--- src/rtl/arm_pkg.sv ---
// Package: shared constants, types and state codes of the address range map table.
package arm_pkg;

   localparam int ADDR_WIDTH          = 64;
   localparam int OUT_TAG_WIDTH       = 32;
   localparam int TABLE_DEPTH_DEFAULT = 256;
   localparam int TAG_WIDTH_DEFAULT   = 32;
   // cells folded into one register of the first reduction level
   localparam int GROUP_SIZE          = 16;

   localparam logic OP_INSERT = 1'b0;
   localparam logic OP_LOOKUP = 1'b1;

   typedef enum logic [1:0] {
      ST_IDLE,
      ST_GROUP,
      ST_FINAL
   } state_type;

   // broadcast from the controller to every cell
   typedef struct packed {
      logic                  ins_en;
      logic                  look_en;
      logic [ADDR_WIDTH-1:0] key;
      logic [ADDR_WIDTH-1:0] end_addr;
   } cell_cmd_type;

endpackage

--- src/rtl/arm_cell.sv ---
// One table cell: holds an entry, shifts right on insert, flags a lookup match.
module arm_cell #(
   parameter int TABLE_DEPTH = arm_pkg::TABLE_DEPTH_DEFAULT,
   parameter int TAG_WIDTH   = arm_pkg::TAG_WIDTH_DEFAULT,
   parameter int CELL_INDEX  = 0,
   localparam int CW         = $clog2(TABLE_DEPTH + 1)
) (
   input  logic                            clock,
   input  logic                            reset,
   input  arm_pkg::cell_cmd_type           cmd,
   input  logic [TAG_WIDTH-1:0]            new_tag,
   input  logic [CW-1:0]                   count,
   input  logic [arm_pkg::ADDR_WIDTH-1:0]  left_start,
   input  logic [arm_pkg::ADDR_WIDTH-1:0]  left_end,
   input  logic [TAG_WIDTH-1:0]            left_tag,
   input  logic                            left_gt,
   input  logic                            right_le,
   output logic [arm_pkg::ADDR_WIDTH-1:0]  start_out,
   output logic [arm_pkg::ADDR_WIDTH-1:0]  end_out,
   output logic [TAG_WIDTH-1:0]            tag_out,
   output logic                            gt,
   output logic                            le,
   output logic                            match
);

   localparam logic [CW-1:0] MY_INDEX = CW'(CELL_INDEX);

   logic [arm_pkg::ADDR_WIDTH-1:0] start_ff, start_in;
   logic [arm_pkg::ADDR_WIDTH-1:0] end_ff, end_in;
   logic [TAG_WIDTH-1:0]           tag_ff, tag_in;
   logic                           match_ff, match_in;
   logic                           occupied;
   logic                           above;
   logic                           at_pos;

   assign occupied = MY_INDEX < count;
   assign above    = start_ff > cmd.key;
   assign gt       = occupied & above;
   assign le       = occupied & ~above;
   // new entry lands here: left neighbor not above it, and this one is above or free
   assign at_pos   = ~left_gt & (gt | (count == MY_INDEX));

   always_comb begin
      start_in = start_ff;
      end_in   = end_ff;
      tag_in   = tag_ff;
      if (cmd.ins_en) begin
         if (left_gt) begin
            start_in = left_start;
            end_in   = left_end;
            tag_in   = left_tag;
         end else if (at_pos) begin
            start_in = cmd.key;
            end_in   = cmd.end_addr;
            tag_in   = new_tag;
         end
      end
   end

   // last entry not above the address, and the address below its end
   assign match_in = cmd.look_en ? (le & ~right_le & (cmd.key < end_ff)) : match_ff;

   always_ff @(posedge clock) begin
      start_ff <= start_in;
      end_ff   <= end_in;
      tag_ff   <= tag_in;
   end

   always_ff @(posedge clock) begin
      if (reset) begin
         match_ff <= 1'b0;
      end else begin
         match_ff <= match_in;
      end
   end

   assign start_out = start_ff;
   assign end_out   = end_ff;
   assign tag_out   = tag_ff;
   assign match     = match_ff;

endmodule

--- config.mk ---
export PLATFORM = sky130hd
export DESIGN_NAME = arm_cell
export DESIGN_NICKNAME = d
export VERILOG_FILES = /design/src/rtl/arm_pkg.sv /design/src/rtl/arm_cell.sv
export SDC_FILE = /design/constraint.sdc
export NUM_CORES = 1
export LEC_CHECK = 0
export BUFFER_PORTS_ARGS = -buffer_cell sky130_fd_sc_hd__buf_2
export CAP_MARGIN = 20
export CORE_AREA = 2 2 192 194
export DETAILED_ROUTE_END_ITERATION = 6
export DIE_AREA = 0 0 194 196
export GPL_ROUTABILITY_DRIVEN = 0
export SKIP_LAST_GASP = 1
export SLEW_MARGIN = 20
export SYNTH_ARGS = -nofsm -noshare
export SYNTH_HDL_FRONTEND = slang
export SYNTH_SLANG_ARGS = --single-unit
--- constraint.sdc ---
create_clock -name clock -period 9.77 [get_ports clock]
set_input_delay 2.4425 -clock clock [delete_from_list [all_inputs] [get_ports clock]]
set_output_delay 2.4425 -clock clock [all_outputs]
set_load 0.01 [all_outputs]
==> metrics.yaml, run 1 <==
run_status:
  status: "finished clean"
timing:
  worstMarginPinSlew_ps: 950
  max_slew_margin: 0.367
  max_freq_ghz: 0.136
  final.setup_skew_ps: 12.3
  fin_crit_sh: 0.755
  setup-tns-final_ps: 0
  finalHoldViolations: 0
  setup_viol: 0
  min_period_ps: 7380
  maxSlewViolCount: 0
  grt_setup_unrepaired: "false"
critical_path:
  crit_arrival_ps: 4930
  worstPathRequired_ps: 7330
  critical_path_class: "primary input to primary output"
  start_kind: "primary input"
  cp_max_fo: 4
  endpoint_kind: "primary output"
synth:
  synthArstFlopShare: 0
  ys_ff_latch: 161
  synth_top_cell_by_area: "edfxtp_1"
  ys_seq_area_frac: 0.492
  synth_flop_cell: "edfxtp_1"
  synth_top_area_share: 0.490
  netlist_area_mm2: 0.00980
  synth_common_cells: "160 x edfxtp_1, 128 x inv_1, 127 x ha_1"
  yosysMostFrequentCell: "edfxtp_1"
  synth_edf_count: 160
  synthTopCellsByArea: "edfxtp_1 49%, ha_1 16%, mux2_2 11%, inv_1 4.9%, o21ai_0 4.1%"
  synth_area_per_cell_um2: 11.3
  syn_nets: 1329
  yosysWarnings: 0
  ys_types: 36
  synthCells: 867
clock_network:
  cts_sinks: 161
  cts_root_buf: "clkbuf_16"
  cts_buffers: 17
  clk_pin_slew_worst_paths_ps: 60
  htree_num_levels: 4
  ctsHoldBuffers: 0
  insertion_delay_ps: 450
  cts.path.max_buffers: 2
  post_cts_buffers: 0
  ctsResizeCount: 0
  tritoncts: "done"
drt:
  postRouteAntennaNets: 0
  routedWlPerCell_um: 17.5
  wirelength_um: 32400
  num_vias: 8445
  drt_iter0_markers: 444
  drc: 0
  vias_per_cell: 4.57
  dr.pass1.iters: 5
grt:
  grt_pass1_wl_um: 48500
  grt.total_usage: 0.167
  grt_max_degree: 87
  antenna_found_initial: 2
  grt_pass1_vias: 8508
  overflow: 0
floorplanning:
  dieArea_mm2: 0.0380
  chipWidth_um: 194
  core-area_mm2: 0.0361
  num_rows: 70
  start_util: 0.272
  ios: 498
  fp.dieH_um: 196
final_layout:
  syn2layout_area_growth_pct: 37.3
  layout-drive-gt1-share: 0.456
  nets: 1825
  fin_area_mm2: 0.0135
  n_fill_cell: 3663
placement:
  io_buffer_count: 497
  dpl.hpwl_um: 26800
  placed_area_mm2: 0.0128
pwr:
  ir_drop_mv: 0.120
  powerDensity_mw_per_mm2: 147
  leakage_uw: 0.00654
job:
  max_cap_viol_count: 0
worst_hold_path:
  hp-class: "flip-flop to flip-flop"
-- final cells by class --
class | instances | area (um2) | area share
Clock buffer | 18 | 429 | 0.0319
Sequential cell | 161 | 4820 | 0.358
Inverter | 128 | 480 | 0.0357
Tap cell | 468 | 586 | 0.0435
Antenna cell | 3 | 7.51 | 0.000558
Timing Repair Buffer | 502 | 2540 | 0.189
Multi-Input combinational cell | 553 | 4410 | 0.327
Clock inverter | 14 | 185 | 0.0138
-- layer usage --
layer | global-route usage | vias up | part of all wire
met5 | 0 | - | 0
met4 | 0.0412 | 0 | 0.013
met3 | 0.0399 | 26 | 0.058
met2 | 0.296 | 320 | 0.51
met1 | 0.205 | 3960 | 0.42
li1 | - | 4139 | -
-- where the power goes --
group          internal [uW]  switching [uW]
sequential               831            27.6
clock                    427             300
combinational            179             213
-- registers in the layout, indices dropped and copies added, names as in the netlist --
signal,count
end_out,64
start_out,64
tag_out,32
match,1
-- per-stage QoR --
| step | total power [uW] | setup slack, ps | cells | utilization | hold WS [ps] |
|---|---|---|---|---|---|
| after floorplan | 1080 | 1520 | 867 | - | 483 |
| after global placement | 1260 | 1970 | 1812 | 0.356 | 449 |
| after detailed placement | 1270 | 2290 | 1812 | 0.356 | 452 |
| after CTS | 2000 | 2260 | 1844 | 0.373 | 469 |
| after global routing | 2080 | 2100 | 1845 | 0.373 | 483 |
| final | 1980 | 2390 | 1847 | 0.373 | 468 |
-- cells in the final DEF (no fill, tap or decap), drive strengths merged, types with 17 or more instances in the layout --
cell type,Yosys,layout
a21o,20,20
a21oi,41,41
buf,2,502
clkbuf,23,18
edfxtp,160,160
ha,127,127
inv,128,132
mux2,97,97
nand2,80,80
nand3,17,17
nand4,21,21
nor2,18,18
o21ai,81,81
-- worst paths after layout --
| check | start | endpoint | slack [ps] | cells past startpoint |
|---|---|---|---|---|
| worst min register to register | match | match | 470 | 2 |
| worst max register to register | start_out[14] | tag_out[9] | 5650 | 8 |
| worst max-delay path | cmd[78] | gt | 2390 | 10 |
| worst min-delay path | match | match | 470 | 2 |
-- critical path, stage by stage --
cell and delay, ps:
buf_2 100, inv_1 50, ha_1 310, nand4_1 210, a2111oi_1 820, o41a_1 280, o41ai_2 70, a21oi_1 340
nor2b_1 170, buf_2 130
-- kinds of logic (layout without fill, tap and decap cells) --
| logic type | Yosys count | in the layout | share of synthesized area |
|---|---|---|---|
| fa+ha+maj | 127 | 127 | 0.162 |
| buf+inv | 153 | 662 | 0.0586 |
| other cells | 0 | 3 | 0 |
| flops | 161 | 161 | 0.492 |
| mux | 97 | 97 | 0.111 |
| compound gates | 166 | 166 | 0.0989 |
| simple gates | 163 | 163 | 0.0770 |
(Power assumes the default switching activity.)
==> inputs of run 2 (changes only) <==
Settings changed: ABC_AREA set to 1, CORE_AREA 2 2 192 194 to 2 2 193 195, DIE_AREA 0 0 194 196 to 0 0 195 197.
Clock period 9.77 ns to 6.2 ns, I/O delays scaled along.
==> run 2 against run 1 <==
Effect of this change:
- cell count grew 5.4%
- combinational power grew 65%
- largest cell class unchanged
- largest power group unchanged
- area after synthesis grew 2.0%
- power grew 58%
==> metrics.yaml, run 2 <==
synth:
  synth_area_per_cell_um2: 10.3  # -8.7%
  yosysWarnings: 0  # unchanged
  synthTopCellsByArea: "edfxtp_1 48%, ha_1 16%, mux2_2 11%, nand2_1 6.9%, inv_1 5.8%"
  ys_ff_latch: 161  # unchanged
  synth_top_area_share: 0.480  # -0.00957
  netlist_area_mm2: 0.0100  # +2.0%
  synth_flop_cell: "edfxtp_1"
  synthArstFlopShare: 0  # unchanged
  syn_nets: 1430  # +7.6%
  synthCells: 968  # +12%
  synth_common_cells: "183 x nand2_1, 160 x edfxtp_1, 155 x inv_1"
  synth_top_cell_by_area: "edfxtp_1"
  ys_seq_area_frac: 0.482  # -0.00961
  synth_edf_count: 160  # unchanged
  yosysMostFrequentCell: "nand2_1"
  ys_types: 27  # -25%
placement:
  io_buffer_count: 497  # unchanged
  dpl.hpwl_um: 26500  # -1.2%
  pre_cts_slack_ps: 1160  # -1140 ps
critical_path:
  start_kind: "primary input"
  reg2reg_setup_slack_ps: 2840  # -2810 ps
  path_delay_family: "simple AND/OR/NAND/NOR gates"
  crit_buf_inv: 4  # +1
  critical_path_class: "primary input to primary output"
  endpoint_kind: "primary output"
  crit_path_top_delay_cell: "ha_1"
  r2r-start: "start_out[47]"
  worstPathRequired_ps: 4650  # -2680 ps
  r2r-end: "start_out[63]"
  cp_max_fo: 3  # -1
  slowest_delay_ps: 330  # -490 ps
  cp_cell_sequence: "buf_2 -> inv_1 -> ha_1 -> a21oi_1 -> o21ai_0 -> nor2_1 -> nand2_1 -> a21oi_1 -> nand2_1 -> nand2_1 -> nand2_1 -> inv_1 -> buf_2"
  crit_path_frequent_cell: "nand2_1"
  r2r_cells: 12  # +4
  crit_arrival_ps: 3430  # -1500 ps
clock_network:
  cts_buffers: 17  # unchanged
  ctsResizeCount: 0  # unchanged
  cts_sinks: 161  # unchanged
  htree_num_levels: 4  # unchanged
  clk_pin_slew_worst_paths_ps: 80  # +20 ps
  insertion_delay_ps: 450  # about the same
  ctsHoldBuffers: 0  # unchanged
  post_cts_buffers: 0  # unchanged
  cts_root_buf: "clkbuf_16"
  tritoncts: "done"
  cts.path.max_buffers: 2  # unchanged
timing:
  max_slew_margin: 0.403  # +0.0366
  setup-tns-final_ps: 0  # unchanged
  setup_viol: 0  # unchanged
  min_period_ps: 4980
  worstMarginPinSlew_ps: 895  # -54.9 ps
  final.setup_skew_ps: 16.0  # +3.75 ps
  finalHoldViolations: 0  # unchanged
  fin_crit_sh: 0.803
  max_freq_ghz: 0.201
  setup_slack_ps: 1220  # -1170 ps
  maxSlewViolCount: 0  # unchanged
  grt_setup_unrepaired: "false"
drt:
  vias_per_cell: 4.48  # -1.9%
  drc: 0  # unchanged
  wirelength_um: 32400  # about the same
  dr.pass1.iters: 5  # unchanged
  postRouteAntennaNets: 0  # unchanged
  drt_iter0_markers: 347  # -22%
  routedWlPerCell_um: 16.6  # -5.2%
  num_vias: 8725  # +3.3%
floorplanning:
  core-area_mm2: 0.0363  # +0.49%
  start_util: 0.276  # +0.00407
  dieArea_mm2: 0.0384  # +1.0%
  chipWidth_um: 195  # +0.52%
  num_rows: 70  # unchanged
  ios: 498  # unchanged
  fp.dieH_um: 197  # +0.51%
final_layout:
  multi_input_comb_area_mm2: 0.00447  # +1.4%
  seqCellArea_mm2: 0.00482  # unchanged
  n_fill_cell: 3693  # +0.82%
  layout_common_cells: "496 x buf_2, 183 x nand2_1, 160 x edfxtp_1, 154 x inv_1, 127 x ha_1"
  nets: 1924  # +5.4%
  layout-drive-gt1-share: 0.431  # -0.0252
  syn2layout_area_growth_pct: 36.5
  final_common_cell: "buf_2"
pwr:
  clkPwrFrac: 0.359  # -0.009
  p_switching_uw: 942  # +74%
  p_int_uw: 2180  # +52%
  leakage_uw: 0.00677  # +3.5%
  pwr-share-seq: 0.433  # about the same
  powerDensity_mw_per_mm2: 229  # +56%
  swShare: 0.302  # +0.0286
  p_comb_frac: 0.208  # +0.010
  report.power.total_uw: 3120  # +58%
  ir_drop_mv: 0.187  # +56%
job:
  max_cap_viol_count: 0  # unchanged
worst_hold_path:
  min_path_cells: 2  # unchanged
  hp-class: "flip-flop to flip-flop"
  min_to: "match"
  min-delay-start: "match"
grt:
  grt_pass1_wl_um: 47900  # -1.1%
  grt_pass1_vias: 8738  # +2.7%
  overflow: 0  # unchanged
  grt_max_degree: 119  # +37%
  grt.total_usage: 0.165  # -0.00253
  antenna_found_initial: 4  # +2
run_status:
  status: "finished clean"
-- run 2: worst max-delay path by stage --
stage	startpoint	to	cells after the start
after detailed placement	cmd[111]	le	13
after CTS	cmd[111]	le	13
final	cmd[111]	le	13
after floorplan	cmd[119]	end_out[0]	11
after global placement	cmd[111]	le	13
after global routing	cmd[111]	le	13
-- run 2: per-stage QoR --
stage | hold WS [ps] | utilization | cell area [um2] | cells
floorplan | 481 | - | 10000 | 968
global placement | 452 | 0.359 | 13000 | 1911
detailed placement | 458 | 0.359 | 13000 | 1911
CTS | 470 | 0.376 | 13600 | 1943
global route | 502 | 0.376 | 13600 | 1946
finish | 471 | 0.376 | 13600 | 1946
-- run 2: tightest hold or removal path: stages, from the launching register on --
cell	delay (ps)
dfxtp_1	320
nand2_1	60
a21oi_1	60
-- run 2: logic make-up after synthesis --
| kind of cell | count (synthesis) | share of synthesized area |
|---|---|---|
| muxes | 96 | 0.108 |
| adders and majority gates | 127 | 0.159 |
| and+or+nand+nor | 260 | 0.107 |
| buffers and inverters | 182 | 0.0704 |
| DFF | 161 | 0.482 |
| AOI/OAI and AO/OA | 142 | 0.0728 |
-- run 2: layout make-up --
class                   count  area share
repair buffers            500       0.187
inverters                 157      0.0435
diodes                      3    0.000550
flip-flops and latches    161       0.354
clock buffers              17      0.0312
clock inverters            15      0.0138
well taps                 468      0.0429
multi-input cells         625       0.328
-- run 2: per-layer routing --
| layer | global-route usage | part of all wire | up-vias |
|---|---|---|---|
| li1 | - | - | 4335 |
| met1 | 0.204 | 0.42 | 4043 |
| met2 | 0.278 | 0.50 | 310 |
| met3 | 0.0411 | 0.059 | 37 |
| met4 | 0.0591 | 0.021 | 0 |
| met5 | 0 | 0 | - |
-- run 2: power groups by stage --
stage                     combinational, uW  clock, uW  sequential [uW]
after global routing                    729       1190             1360
after CTS                               658       1150             1350
after global placement                  641          0             1370
after floorplan                         304          0             1420
final                                   648       1120             1350
after detailed placement                655          0             1370
